### src/design/spi_encoder_position_reader_unit_assert.svh
// Assertion macros used by the encoder reader top-level design file.
`ifndef SPI_ENCODER_POSITION_READER_UNIT_ASSERT_SVH
`define SPI_ENCODER_POSITION_READER_UNIT_ASSERT_SVH

// Same-cycle implication, disabled while reset is asserted.
`define SEPR_ASSERT_NOW(label, clk, rst_n, ante, cons) \
	label: assert property (@(posedge clk) disable iff (!(rst_n)) (ante) |-> (cons)) \
		else $error("same-cycle check failed");

// Next-cycle implication, disabled while reset is asserted.
`define SEPR_ASSERT_NEXT(label, clk, rst_n, ante, cons) \
	label: assert property (@(posedge clk) disable iff (!(rst_n)) (ante) |=> (cons)) \
		else $error("next-cycle check failed");

`endif

### src/design/spi_enc_pkg.sv
// Types and constants shared by the encoder reader modules.
package spi_enc_pkg;

	localparam int CH_W    = 3;
	localparam int BYTE_W  = 8;
	localparam int RAW_W   = 12;
	localparam int ANGLE_W = 13;
	localparam int VEL_W   = 29;
	localparam int OP_W    = 2;
	localparam int CFG_IDX_W = 2;
	localparam int CFG_DATA_W = 16;

	localparam logic [OP_W-1:0] OP_READ = 2'd0;
	localparam logic [OP_W-1:0] OP_ZERO = 2'd1;
	localparam logic [OP_W-1:0] OP_BYTE = 2'd2;

	localparam logic [CFG_IDX_W-1:0] CFG_DIR_MASK    = 2'd0;
	localparam logic [CFG_IDX_W-1:0] CFG_SAMPLE_RATE = 2'd1;
	localparam logic [CFG_IDX_W-1:0] CFG_RETRY_LIMIT = 2'd2;

	localparam logic [BYTE_W-1:0] CMD_READ = 8'h10;
	localparam logic [BYTE_W-1:0] CMD_POLL = 8'h00;
	localparam logic [BYTE_W-1:0] CMD_ZERO = 8'h70;
	localparam logic [BYTE_W-1:0] ACK_ZERO = 8'h80;

	localparam logic [7:0]  DIR_MASK_RESET    = 8'd0;
	localparam logic [15:0] SAMPLE_RATE_RESET = 16'd1000;
	localparam logic [7:0]  RETRY_LIMIT_RESET = 8'd100;

	typedef enum logic [2:0] {
		KIND_TX    = 3'd0,
		KIND_DONE  = 3'd1,
		KIND_FAIL  = 3'd2,
		KIND_ZDONE = 3'd3,
		KIND_IGN   = 3'd4
	} kind_t;

	// One classified item travelling from the front to the back.
	typedef struct packed {
		kind_t             kind;
		logic [CH_W-1:0]   channel;
		logic [BYTE_W-1:0] tx_byte;
		logic [RAW_W-1:0]  raw;
	} work_t;

endpackage

### src/design/spi_enc_queue.sv
// Short first-in first-out queue between the front and the back.
module spi_enc_queue #(
	parameter int WIDTH = 26,
	parameter int DEPTH = 4
) (
	input  logic             clk,
	input  logic             arst_n,
	input  logic             push,
	input  logic [WIDTH-1:0] push_data,
	input  logic             pop,
	output logic [WIDTH-1:0] head,
	output logic             full,
	output logic             empty
);

	localparam int PTR_W = (DEPTH > 1) ? $clog2(DEPTH) : 1;
	localparam int CNT_W = $clog2(DEPTH + 1);

	logic [WIDTH-1:0] mem_q [DEPTH];
	logic [PTR_W-1:0] wr_ptr_q;
	logic [PTR_W-1:0] rd_ptr_q;
	logic [CNT_W-1:0] count_q;

	assign full  = (count_q == CNT_W'(DEPTH));
	assign empty = (count_q == '0);
	assign head  = mem_q[rd_ptr_q];

	always_ff @(posedge clk) begin
		if (push) begin
			mem_q[wr_ptr_q] <= push_data;
		end
	end

	always_ff @(posedge clk or negedge arst_n) begin
		if (!arst_n) begin
			wr_ptr_q <= '0;
			rd_ptr_q <= '0;
			count_q  <= '0;
		end else begin
			if (push) begin
				wr_ptr_q <= (wr_ptr_q == PTR_W'(DEPTH - 1)) ? '0 : wr_ptr_q + 1'b1;
			end
			if (pop) begin
				rd_ptr_q <= (rd_ptr_q == PTR_W'(DEPTH - 1)) ? '0 : rd_ptr_q + 1'b1;
			end
			if (push && !pop) begin
				count_q <= count_q + 1'b1;
			end else if (pop && !push) begin
				count_q <= count_q - 1'b1;
			end
		end
	end

endmodule

### src/design/spi_enc_front.sv
// Front end: runs the SPI transaction sequencer and classifies each item.
module spi_enc_front #(
	parameter int NUM_ENCODERS = 8
) (
	input  logic                               clk,
	input  logic                               arst_n,
	input  logic                               accept,
	input  logic [spi_enc_pkg::OP_W-1:0]       op,
	input  logic [spi_enc_pkg::CH_W-1:0]       channel,
	input  logic [spi_enc_pkg::BYTE_W-1:0]     rx_byte,
	input  logic [7:0]                         retry_limit,
	output spi_enc_pkg::work_t                 work
);

	typedef enum logic [2:0] {
		PH_IDLE,
		PH_CMD,
		PH_POLL,
		PH_MSB,
		PH_LSB,
		PH_ZERO
	} phase_t;

	phase_t                          phase_q, phase_d;
	logic [spi_enc_pkg::CH_W-1:0]    active_ch_q, active_ch_d;
	logic [7:0]                      retry_q, retry_d;
	logic [3:0]                      nibble_q, nibble_d;
	logic                            ch_ok;

	assign ch_ok = ({1'b0, channel} < 4'(NUM_ENCODERS));

	always_comb begin
		phase_d       = phase_q;
		active_ch_d   = active_ch_q;
		retry_d       = retry_q;
		nibble_d      = nibble_q;
		work.kind     = spi_enc_pkg::KIND_IGN;
		work.channel  = active_ch_q;
		work.tx_byte  = '0;
		work.raw      = '0;
		unique case (op)
			spi_enc_pkg::OP_READ, spi_enc_pkg::OP_ZERO: begin
				if (phase_q == PH_IDLE && ch_ok) begin
					active_ch_d  = channel;
					retry_d      = '0;
					work.kind    = spi_enc_pkg::KIND_TX;
					work.channel = channel;
					if (op == spi_enc_pkg::OP_READ) begin
						phase_d      = PH_CMD;
						work.tx_byte = spi_enc_pkg::CMD_READ;
					end else begin
						phase_d      = PH_ZERO;
						work.tx_byte = spi_enc_pkg::CMD_ZERO;
					end
				end
			end
			spi_enc_pkg::OP_BYTE: begin
				unique case (phase_q)
					PH_IDLE: begin
						work.kind = spi_enc_pkg::KIND_IGN;
					end
					PH_CMD: begin
						work.kind    = spi_enc_pkg::KIND_TX;
						work.tx_byte = spi_enc_pkg::CMD_POLL;
						if (rx_byte == spi_enc_pkg::CMD_READ) begin
							phase_d = PH_MSB;
						end else begin
							retry_d = '0;
							phase_d = PH_POLL;
						end
					end
					PH_POLL: begin
						if (rx_byte == spi_enc_pkg::CMD_READ) begin
							phase_d      = PH_MSB;
							work.kind    = spi_enc_pkg::KIND_TX;
							work.tx_byte = spi_enc_pkg::CMD_POLL;
						end else if (retry_q >= retry_limit) begin
							phase_d   = PH_IDLE;
							retry_d   = '0;
							work.kind = spi_enc_pkg::KIND_FAIL;
						end else begin
							retry_d      = retry_q + 1'b1;
							work.kind    = spi_enc_pkg::KIND_TX;
							work.tx_byte = spi_enc_pkg::CMD_POLL;
						end
					end
					PH_MSB: begin
						nibble_d     = rx_byte[3:0];
						phase_d      = PH_LSB;
						work.kind    = spi_enc_pkg::KIND_TX;
						work.tx_byte = spi_enc_pkg::CMD_POLL;
					end
					PH_LSB: begin
						phase_d   = PH_IDLE;
						work.kind = spi_enc_pkg::KIND_DONE;
						work.raw  = {nibble_q, rx_byte};
					end
					PH_ZERO: begin
						if (rx_byte == spi_enc_pkg::ACK_ZERO) begin
							phase_d   = PH_IDLE;
							work.kind = spi_enc_pkg::KIND_ZDONE;
						end else begin
							work.kind    = spi_enc_pkg::KIND_TX;
							work.tx_byte = spi_enc_pkg::CMD_POLL;
						end
					end
					default: begin
						phase_d   = PH_IDLE;
						work.kind = spi_enc_pkg::KIND_IGN;
					end
				endcase
			end
			default: begin
				work.kind = spi_enc_pkg::KIND_IGN;
			end
		endcase
	end

	always_ff @(posedge clk or negedge arst_n) begin
		if (!arst_n) begin
			phase_q     <= PH_IDLE;
			active_ch_q <= '0;
			retry_q     <= '0;
			nibble_q    <= '0;
		end else if (accept) begin
			phase_q     <= phase_d;
			active_ch_q <= active_ch_d;
			retry_q     <= retry_d;
			nibble_q    <= nibble_d;
		end
	end

endmodule

### src/design/spi_enc_back.sv
// Back end: angle conversion, per-channel angle store, velocity and output register.
module spi_enc_back #(
	parameter int NUM_ENCODERS = 8
) (
	input  logic                               clk,
	input  logic                               arst_n,
	input  spi_enc_pkg::work_t                 head,
	input  logic                               head_valid,
	output logic                               pop,
	input  logic [7:0]                         direction_mask,
	input  logic [15:0]                        sample_rate_hz,
	output logic                               out_valid,
	input  logic                               out_ready,
	output spi_enc_pkg::kind_t                 out_kind,
	output logic [spi_enc_pkg::CH_W-1:0]       out_channel,
	output logic [spi_enc_pkg::BYTE_W-1:0]     out_tx_byte,
	output logic signed [spi_enc_pkg::ANGLE_W-1:0] out_angle,
	output logic signed [spi_enc_pkg::VEL_W-1:0]   out_velocity
);

	localparam int LA_IDX_W = (NUM_ENCODERS > 1) ? $clog2(NUM_ENCODERS) : 1;

	logic signed [spi_enc_pkg::ANGLE_W-1:0] last_angle_q [NUM_ENCODERS];

	logic                                   advance;
	logic [LA_IDX_W-1:0]                    idx;
	logic signed [spi_enc_pkg::ANGLE_W-1:0] last_sel;
	logic signed [13:0]                     a_full;
	logic signed [13:0]                     diff;
	logic signed [30:0]                     product;

	logic                                   valid_s1;
	spi_enc_pkg::kind_t                     kind_s1;
	logic [spi_enc_pkg::CH_W-1:0]           ch_s1;
	logic [spi_enc_pkg::BYTE_W-1:0]         tx_s1;
	logic signed [spi_enc_pkg::ANGLE_W-1:0] angle_s1;
	logic signed [13:0]                     diff_s1;

	assign advance  = !(out_valid && !out_ready);
	assign pop      = head_valid && advance;
	assign idx      = head.channel[LA_IDX_W-1:0];
	assign last_sel = last_angle_q[idx];

	always_comb begin
		a_full = $signed({2'b00, head.raw});
		if (direction_mask[head.channel]) begin
			a_full = 14'sd4096 - a_full;
		end
		if (a_full > 14'sd2048) begin
			a_full = a_full - 14'sd4096;
		end
		diff = a_full - {last_sel[spi_enc_pkg::ANGLE_W-1], last_sel};
	end

	assign product = diff_s1 * $signed({1'b0, sample_rate_hz});

	always_ff @(posedge clk or negedge arst_n) begin
		if (!arst_n) begin
			for (int i = 0; i < NUM_ENCODERS; i++) begin
				last_angle_q[i] <= '0;
			end
		end else if (pop && head.kind == spi_enc_pkg::KIND_DONE) begin
			last_angle_q[idx] <= a_full[spi_enc_pkg::ANGLE_W-1:0];
		end
	end

	always_ff @(posedge clk or negedge arst_n) begin
		if (!arst_n) begin
			valid_s1  <= 1'b0;
			out_valid <= 1'b0;
		end else if (advance) begin
			valid_s1  <= pop;
			out_valid <= valid_s1;
		end
	end

	always_ff @(posedge clk) begin
		if (pop) begin
			kind_s1 <= head.kind;
			ch_s1   <= head.channel;
			tx_s1   <= head.tx_byte;
			diff_s1 <= diff;
			unique case (head.kind)
				spi_enc_pkg::KIND_DONE: angle_s1 <= a_full[spi_enc_pkg::ANGLE_W-1:0];
				spi_enc_pkg::KIND_FAIL: angle_s1 <= last_sel;
				default:                angle_s1 <= '0;
			endcase
		end
		if (advance && valid_s1) begin
			out_kind    <= kind_s1;
			out_channel <= ch_s1;
			out_tx_byte <= tx_s1;
			out_angle   <= angle_s1;
			out_velocity <= (kind_s1 == spi_enc_pkg::KIND_DONE) ?
				product[spi_enc_pkg::VEL_W-1:0] : '0;
		end
	end

endmodule

### src/design/spi_encoder_position_reader_unit.sv
// A result passes through the queue, the angle stage and the output register, and output back-pressure can hold it.
// Throughput: one item per cycle; the front takes items while the four-entry queue has room.
// The back drains one entry per cycle whenever its output register is empty or being taken.
// Reset (arst_n low, asynchronous) idles the sequencer, empties the queue and pipeline,
// clears every stored channel angle and restores the register defaults.
module spi_encoder_position_reader_unit #(
	parameter int NUM_ENCODERS = 8,
	parameter int QUEUE_DEPTH  = 4
) (
	input  logic                                  clk,
	input  logic                                  arst_n,
	input  logic                                  s_tvalid,
	output logic                                  s_tready,
	input  logic [15:0]                           s_tdata,  // channel[2:0], rx_byte[10:3]
	input  logic [spi_enc_pkg::OP_W-1:0]          s_tuser,  // op
	output logic                                  m_tvalid,
	input  logic                                  m_tready,
	output logic [55:0]                           m_tdata,  // channel_out[2:0], tx_byte[10:3],
	                                                        // angle_counts[23:11], velocity[52:24]
	output logic [2:0]                            m_tuser,  // kind
	input  logic                                  cfg_valid,
	output logic                                  cfg_ready,
	input  logic [spi_enc_pkg::CFG_IDX_W-1:0]     cfg_index,
	input  logic [spi_enc_pkg::CFG_DATA_W-1:0]    cfg_data
);

	`include "spi_encoder_position_reader_unit_assert.svh"

	logic [7:0]  dir_mask_q;
	logic [15:0] sample_rate_q;
	logic [7:0]  retry_limit_q;

	logic                   in_xfer;
	spi_enc_pkg::work_t     work;
	spi_enc_pkg::work_t     head;
	logic                   q_full;
	logic                   q_empty;
	logic                   q_pop;

	spi_enc_pkg::kind_t                          out_kind;
	logic [spi_enc_pkg::CH_W-1:0]                out_channel;
	logic [spi_enc_pkg::BYTE_W-1:0]              out_tx_byte;
	logic signed [spi_enc_pkg::ANGLE_W-1:0]      out_angle;
	logic signed [spi_enc_pkg::VEL_W-1:0]        out_velocity;

	assign cfg_ready = 1'b1;

	always_ff @(posedge clk or negedge arst_n) begin
		if (!arst_n) begin
			dir_mask_q    <= spi_enc_pkg::DIR_MASK_RESET;
			sample_rate_q <= spi_enc_pkg::SAMPLE_RATE_RESET;
			retry_limit_q <= spi_enc_pkg::RETRY_LIMIT_RESET;
		end else if (cfg_valid) begin
			unique case (cfg_index)
				spi_enc_pkg::CFG_DIR_MASK:    dir_mask_q    <= cfg_data[7:0];
				spi_enc_pkg::CFG_SAMPLE_RATE: sample_rate_q <= cfg_data;
				spi_enc_pkg::CFG_RETRY_LIMIT: retry_limit_q <= cfg_data[7:0];
				default: ;
			endcase
		end
	end

	assign s_tready = !q_full;
	assign in_xfer  = s_tvalid && s_tready;

	spi_enc_front #(
		.NUM_ENCODERS(NUM_ENCODERS)
	) u_front (
		.clk        (clk),
		.arst_n     (arst_n),
		.accept     (in_xfer),
		.op         (s_tuser),
		.channel    (s_tdata[2:0]),
		.rx_byte    (s_tdata[10:3]),
		.retry_limit(retry_limit_q),
		.work       (work)
	);

	spi_enc_queue #(
		.WIDTH($bits(spi_enc_pkg::work_t)),
		.DEPTH(QUEUE_DEPTH)
	) u_queue (
		.clk      (clk),
		.arst_n   (arst_n),
		.push     (in_xfer),
		.push_data(work),
		.pop      (q_pop),
		.head     (head),
		.full     (q_full),
		.empty    (q_empty)
	);

	spi_enc_back #(
		.NUM_ENCODERS(NUM_ENCODERS)
	) u_back (
		.clk           (clk),
		.arst_n        (arst_n),
		.head          (head),
		.head_valid    (!q_empty),
		.pop           (q_pop),
		.direction_mask(dir_mask_q),
		.sample_rate_hz(sample_rate_q),
		.out_valid     (m_tvalid),
		.out_ready     (m_tready),
		.out_kind      (out_kind),
		.out_channel   (out_channel),
		.out_tx_byte   (out_tx_byte),
		.out_angle     (out_angle),
		.out_velocity  (out_velocity)
	);

	assign m_tuser = out_kind;
	assign m_tdata = {3'b000, out_velocity, out_angle, out_tx_byte, out_channel};

	`SEPR_ASSERT_NEXT(a_push_fills_queue, clk, arst_n, in_xfer, !q_empty)
	`SEPR_ASSERT_NOW(a_velocity_only_on_done, clk, arst_n,
		m_tvalid && out_kind != spi_enc_pkg::KIND_DONE, out_velocity == '0)
	`SEPR_ASSERT_NOW(a_angle_in_range, clk, arst_n,
		m_tvalid && out_kind == spi_enc_pkg::KIND_DONE,
		out_angle >= -13'sd2047 && out_angle <= 13'sd2048)

endmodule
### config.mk
export PLATFORM = sky130hd
export DESIGN_NAME = spi_encoder_position_reader_unit
export DESIGN_NICKNAME = d
export VERILOG_FILES = /design/src/design/spi_enc_pkg.sv /design/src/design/spi_enc_queue.sv /design/src/design/spi_enc_front.sv /design/src/design/spi_enc_back.sv /design/src/design/spi_encoder_position_reader_unit.sv
export VERILOG_INCLUDE_DIRS = /design/src /design/src/design
export SDC_FILE = /design/constraint.sdc
export NUM_CORES = 1
export LEC_CHECK = 0
export CORE_MARGIN = 3
export CORE_UTILIZATION = 55
export CTS_BUF_LIST = sky130_fd_sc_hd__clkbuf_16
export DETAILED_ROUTE_END_ITERATION = 6
export DONT_BUFFER_PORTS = 1
export HOLD_SLACK_MARGIN = 0.06
export PLACE_DENSITY = 0.7
export SLEW_MARGIN = 20
export SYNTH_ARGS = -nofsm -noshare
export SYNTH_HDL_FRONTEND = slang
export SYNTH_SLANG_ARGS = --single-unit
### constraint.sdc
create_clock -name clk -period 8.9 [get_ports clk]
set_input_delay 2.67 -clock clk [delete_from_list [all_inputs] [get_ports clk]]
set_output_delay 2.67 -clock clk [all_outputs]
set_load 0.1 [all_outputs]
* After elaboration in Yosys (flattened, before gate mapping)
Memories as Yosys holds them, arrays and structs flattened.
Cells that the tools add are included.
** Word-level totals
- Register bits after elaboration :: 260
- Latch bits :: 0
- Memory bits (writable) :: 104
- Memory bits (read-only) :: 0
- Input bits :: 41
- Output and inout port bits :: 62
- Memories kept :: 1
** Operators by class
- Add/sub/neg operators :: 8
- Multipliers :: 1
- Div/mod/pow operators :: 0
- Magnitude comparators :: 5
- Equal/unequal tests :: 24
- Shift-type cells :: 0
- Muxes and demuxes :: 42
- Bitwise logic cells :: 1
- Reductions and logical operators :: 29
** Memories
- u_queue.mem_q :: words 4, bits a word 26, rd ports 1, clocked after Yosys merged registers in 0, wr ports 1, line spi_enc_queue.sv:19 : logic [WIDTH-1:0] mem_q [DEPTH];
** Operators by type and width (count)
- $bwmux 104 :: 1
- $mux 14 :: 3
- $mux 8 :: 5
- $bmux 13 s3 :: 1
- $demux 13 s3 :: 1
- $mux 13 :: 3
- $pmux 8 s2 :: 2
- $mul 14x17->29 :: 1
- $mux 3 :: 9
- $pmux 13 s2 :: 1
- $mux 12 :: 2
- $pmux 3 s5 :: 1
- $gt 14x13->1 const B :: 1
- $sub 13x12->14 const A :: 1
- $sub 14x14->14 :: 1
- $sub 14x14->14 const B :: 1
- $pmux 3 s2 :: 2
- $pmux 3 s4 :: 1
- $reduce_and 6->1 :: 2
- $eq 3x1->1 const B :: 3
- $eq 3x2->1 const B :: 3
- $eq 3x3->1 const B :: 3
- $ne 3x3->1 const B :: 3
- $add 8x1->8 const B :: 1
- 28 further kinds :: 58

* Depth between registers and ports, before layout
- Depth after elaboration :: 7
- Mapped depth :: 23

* Cells and area by module
A second synthesis with hierarchy kept.
** Second synthesis, totals
- Cells, all modules :: 2051
- Area total of the unflattened synthesis :: 23623.9 sq um
** By module, submodules not included
- spi_enc_back :: times used 1, cells an instance 1635, area an instance 16676.0 sq um
- spi_enc_queue :: times used 1, cells an instance 173, area an instance 4216.5 sq um
- spi_enc_front :: times used 1, cells an instance 166, area an instance 1446.4 sq um
- spi_encoder_position_reader_unit :: times used 1, cells an instance 77, area an instance 1285.0 sq um

* Worst setup path before layout
Ideal clock, no wire load.
- Kind :: register to register
- Start :: register sample_rate_q[7]
- End :: register u_back.out_velocity[28] in the netlist's numbering (data pin)
- Arrival time :: 5.863 ns
- Required time :: 8.634 ns
- Path slack :: 2.771 ns
- Stages on the path, launching flop included :: 20
- Buffers on the path :: 1
- Cells stage by stage :: dfstp_2 > clkbuf_1 > nand2_1 > fa_1 > fa_1 > fa_1 > fa_1 > fa_1 > fa_1 > inv_1 > ha_1 > o21a_1 > o21ai_0 > a21oi_1 > a2111oi_0 > nor3_1 > o21ai_0 > o31ai_1 > xnor2_1 > nor2_1
** Between the ends
- Cells in the longest elaborated chain, start to end :: 1
** Ends and longest elaborated chain
- start, declared :: line spi_encoder_position_reader_unit.sv:30 : logic [15:0] sample_rate_q;
- start signal, assigned :: line spi_encoder_position_reader_unit.sv:51 : sample_rate_q <= spi_enc_pkg::SAMPLE_RATE_RESET;
- start signal, assigned :: line spi_encoder_position_reader_unit.sv:56 : spi_enc_pkg::CFG_SAMPLE_RATE: sample_rate_q <= cfg_data;
- $mul 14x17->29 :: line spi_enc_back.sv:55 : assign product = diff_s1 * $signed({1'b0, sample_rate_hz});
- end signal, assigned :: line spi_enc_back.sv:94 : out_velocity <= (kind_s1 == spi_enc_pkg::KIND_DONE) ?
- end, declared :: line spi_enc_back.sv:18 : output logic signed [spi_enc_pkg::VEL_W-1:0] out_velocity
Every way passes these cells.
A chain may end at the register's enable or synchronous reset.

* Worst setup path after layout
- Start :: register u_back.diff_s1[4]
- End :: register u_back.out_velocity[22] in the netlist's numbering (data pin)
** Between the ends
- Cells in the longest elaborated chain, start to end :: 1
** Ends and longest elaborated chain
- start, declared :: line spi_enc_back.sv:37 : logic signed [13:0] diff_s1;
- start signal, assigned :: line spi_enc_back.sv:82 : diff_s1 <= diff;
- $mul 14x17->29 :: line spi_enc_back.sv:55
Every way passes these cells.

==> impl_metrics.env <==
export IMPL_final_area_mm2=0.0231
export IMPL_synth_area_top_cells="edfxtp_1, dfrtp_1, fa_1"
export IMPL_wl_per_cell_um=19.3
export IMPL_final_layout_size_suffix_gt1_share_pct=8.31
export IMPL_slew_viol_final=0
export IMPL_cap_violations=0
export IMPL_die_area_mm2=0.0415
export IMPL_numCtsBuffers=37
export IMPL_path_clk_slew_ns=0.06
export IMPL_cts_tree="done"
export IMPL_setup_tns_ns=0
export IMPL_required_ns=9.20
export IMPL_syn_to_final_growth_pct=7.64
export IMPL_track_usage_pct=23.3
export IMPL_num_rows=71
export IMPL_grt_pass1_vias=14200
export IMPL_wl_um=47100
export IMPL_synthArstFlopShare_pct=49.7
export IMPL_route_detailed_drc=0
export IMPL_postSynthCellCount=1945
export IMPL_clock_skew_ns=0.0459
export IMPL_die_w_um=204
export IMPL_status="completed"
export IMPL_die_y_um=204
export IMPL_ant_nets=0
export IMPL_yosysTopAreaCell="edfxtp_1"
export IMPL_rsz0062_at_grt="false"
export IMPL_ios=103
export IMPL_antenna_found_initial=0
export IMPL_nFillCells=3094
export IMPL_worstSetupPathType="reg -> reg"
export IMPL_via_per_inst=5.69
export IMPL_grt_max_degree=164
export IMPL_min_period_ns=6.63
export IMPL_post_route_period_util_pct=74.5
export IMPL_seq_area_mm2=0.00904
export IMPL_dpl_instance_area_mm2=0.0219
export IMPL_yosys_register_bits=328
export IMPL_dp_hpwl_um=33100
export IMPL_hold_viol=0
export IMPL_final_nets=2249
export IMPL_initial_core_util_pct=56.4
export IMPL_worstHoldPathType="reg -> reg"
export IMPL_port_buffers=0
export IMPL_multiInputGateArea_mm2=0.0112
export IMPL_start_kind="register"
export IMPL_worstSkewPairLatency_ns=0.58
export IMPL_antennaDiodeCount=0
export IMPL_tightest_slew_ns=1.08
export IMPL_synth_top_cell_area_share_pct=23.0
export IMPL_endpoint_kind="register"
export IMPL_synth_edf_count=165
export IMPL_first_iter_violations=1003
export IMPL_slew_limit_headroom_pct=28.2
export IMPL_post_cts_resized=0
export IMPL_max_freq_mhz=151
export IMPL_cts_root_buffer="clkbuf_16"
export IMPL_finalSetupViolCount=0
export IMPL_core_mm2=0.0381
export IMPL_worstPathArrival_ns=6.93
export IMPL_grt_ovfl_total=0
export IMPL_ys_warn_count=0
export IMPL_num_vias=13900
export IMPL_cts_setup_buffers=0
export IMPL_synth_flop_cell="edfxtp_1"
export IMPL_cts_sinks=328
export IMPL_holdBufCountCts=0
export IMPL_firstDrtPassIters=5
export IMPL_routabilityCongestion=0.861
export IMPL_cts_path_max_buffers=3
export IMPL_synth_cell_types=66
export IMPL_synth_avg_cell_area_um2=11.1
export IMPL_grt_pass1_wl_um=76400
export IMPL_syn_cell_area_mm2=0.0215
export IMPL_cp_max_fo=16
export IMPL_htree_levels=2
export IMPL_ys_seq_area_share_pct=42.1
-- cell usage in the layout (no fill, tap or decap), types with 48 or more instances in the layout --
master	netlist	routed
ha_1	131	131
dfrtp_1	154	154
and2_1	134	133
fa_1	168	168
nor2_1	58	58
o21ai_0	136	136
mux2_2	48	48
nand2_1	251	251
inv_1	241	250
edfxtp_1	165	165
-- flip-flops by register name, indices dropped and copies added, names as in the netlist, 4 cells and up --
signal               flops
u_front.retry_q          8
sample_rate_q           16
u_back.out_velocity     29
u_queue.mem_q           80
u_back.last_angle_q    104
u_back.angle_s1         13
u_back.diff_s1          14
dir_mask_q               8
u_front.nibble_q         4
u_back.out_angle        13
retry_limit_q            8
-- path summary, 6_finish.rpt --
check                      cells past startpoint                 from  slack [ns]                 endpoint
max reg2reg                                   22    u_back.diff_s1[4]        2.27  u_back.out_velocity[22]
min                                            0  u_back.angle_s1[12]        0.42     u_back.out_angle[12]
min reg2reg                                    0  u_back.angle_s1[12]        0.42     u_back.out_angle[12]
min in group asynchronous                      0               arst_n        1.81  u_back.last_angle_q[71]
max                                           22    u_back.diff_s1[4]        2.27  u_back.out_velocity[22]
max in group asynchronous                      0               arst_n        6.76         sample_rate_q[7]
-- per-stage QoR --
step | hold slack (ns) | cells | setup WS (ns) | util [%]
after global placement | 0.403 | 2381 | 2.29 | 57.4
after floorplan | 0.400 | 1952 | 2.77 | -
final | 0.418 | 2449 | 2.27 | 60.7
after global routing | 0.422 | 2449 | 1.94 | 60.7
after CTS | 0.421 | 2449 | 2.34 | 60.7
after detailed placement | 0.405 | 2381 | 2.35 | 57.4
-- routing by layer --
layer / part of all wire (%) / global-route usage (%)
met5: 0 / 0
met4: 2.7 / 6.98
met3: 6.0 / 4.63
met2: 48 / 38.8
met1: 43 / 31.3
-- worst max-delay path, stage by stage (launching register included) --
cell and delay, ns:
edfxtp_1 0.67, and2_1 0.30, fa_1 0.47, inv_1 0.05, fa_1 0.48, inv_1 0.05, fa_1 0.48, fa_1 0.50
fa_1 0.49, inv_1 0.05, fa_1 0.47, inv_1 0.04, ha_1 0.30, o21a_1 0.13, o21ai_0 0.30, a21oi_1 0.11
a2111oi_0 0.44, buf_4 0.21, nor3_1 0.07, o21ai_0 0.36, o21ai_0 0.16, xnor2_1 0.16, nor2_1 0.06
-- layout make-up --
cell class                      instances  area share (%)
Multi-Input combinational cell       1286            48.3
Sequential cell                       328            39.1
Clock buffer                           41            4.43
Inverter                              242            3.92
Tap cell                              511            2.76
Clock inverter                         27           0.973
Timing Repair Buffer                   14           0.541
-- cell usage after synthesis (6+ instances only) --
master / number
a21o_1: 18
a21oi_1: 28
a22o_1: 6
a22oi_1: 36
and2_1: 134
and3_1: 13
and4_1: 8
buf_4: 10
clkbuf_1: 79
dfrtp_1: 154
dfstp_2: 9
edfxtp_1: 165
fa_1: 168
ha_1: 131
inv_1: 241
mux2_2: 48
mux2i_1: 9
mux4_1: 6
mux4_2: 16
nand2_1: 251
nand2b_1: 14
nand3_1: 10
nor2_1: 58
nor2b_1: 19
nor3_1: 20
o21ai_0: 136
o21bai_1: 6
o22ai_1: 13
or2_2: 6
xnor2_1: 25
xor2_1: 28
-- cell families after synthesis --
| logic type | count (synthesis) | share of synthesized area (%) |
|---|---|---|
| XOR/XNOR | 54 | 2.23 |
| multiplexers | 79 | 5.34 |
| adder cells (fa/ha/maj) | 299 | 23.3 |
| other | 2 | 0.0349 |
| buffers and inverters | 338 | 6.13 |
| AO/OA/AOI/OAI | 287 | 8.25 |
| flip-flops | 328 | 42.1 |
| AND/OR/NAND/NOR | 558 | 12.7 |
Power is not shown: default switching activity piles up to over one toggle a cycle in this logic, so the estimate is an artifact.
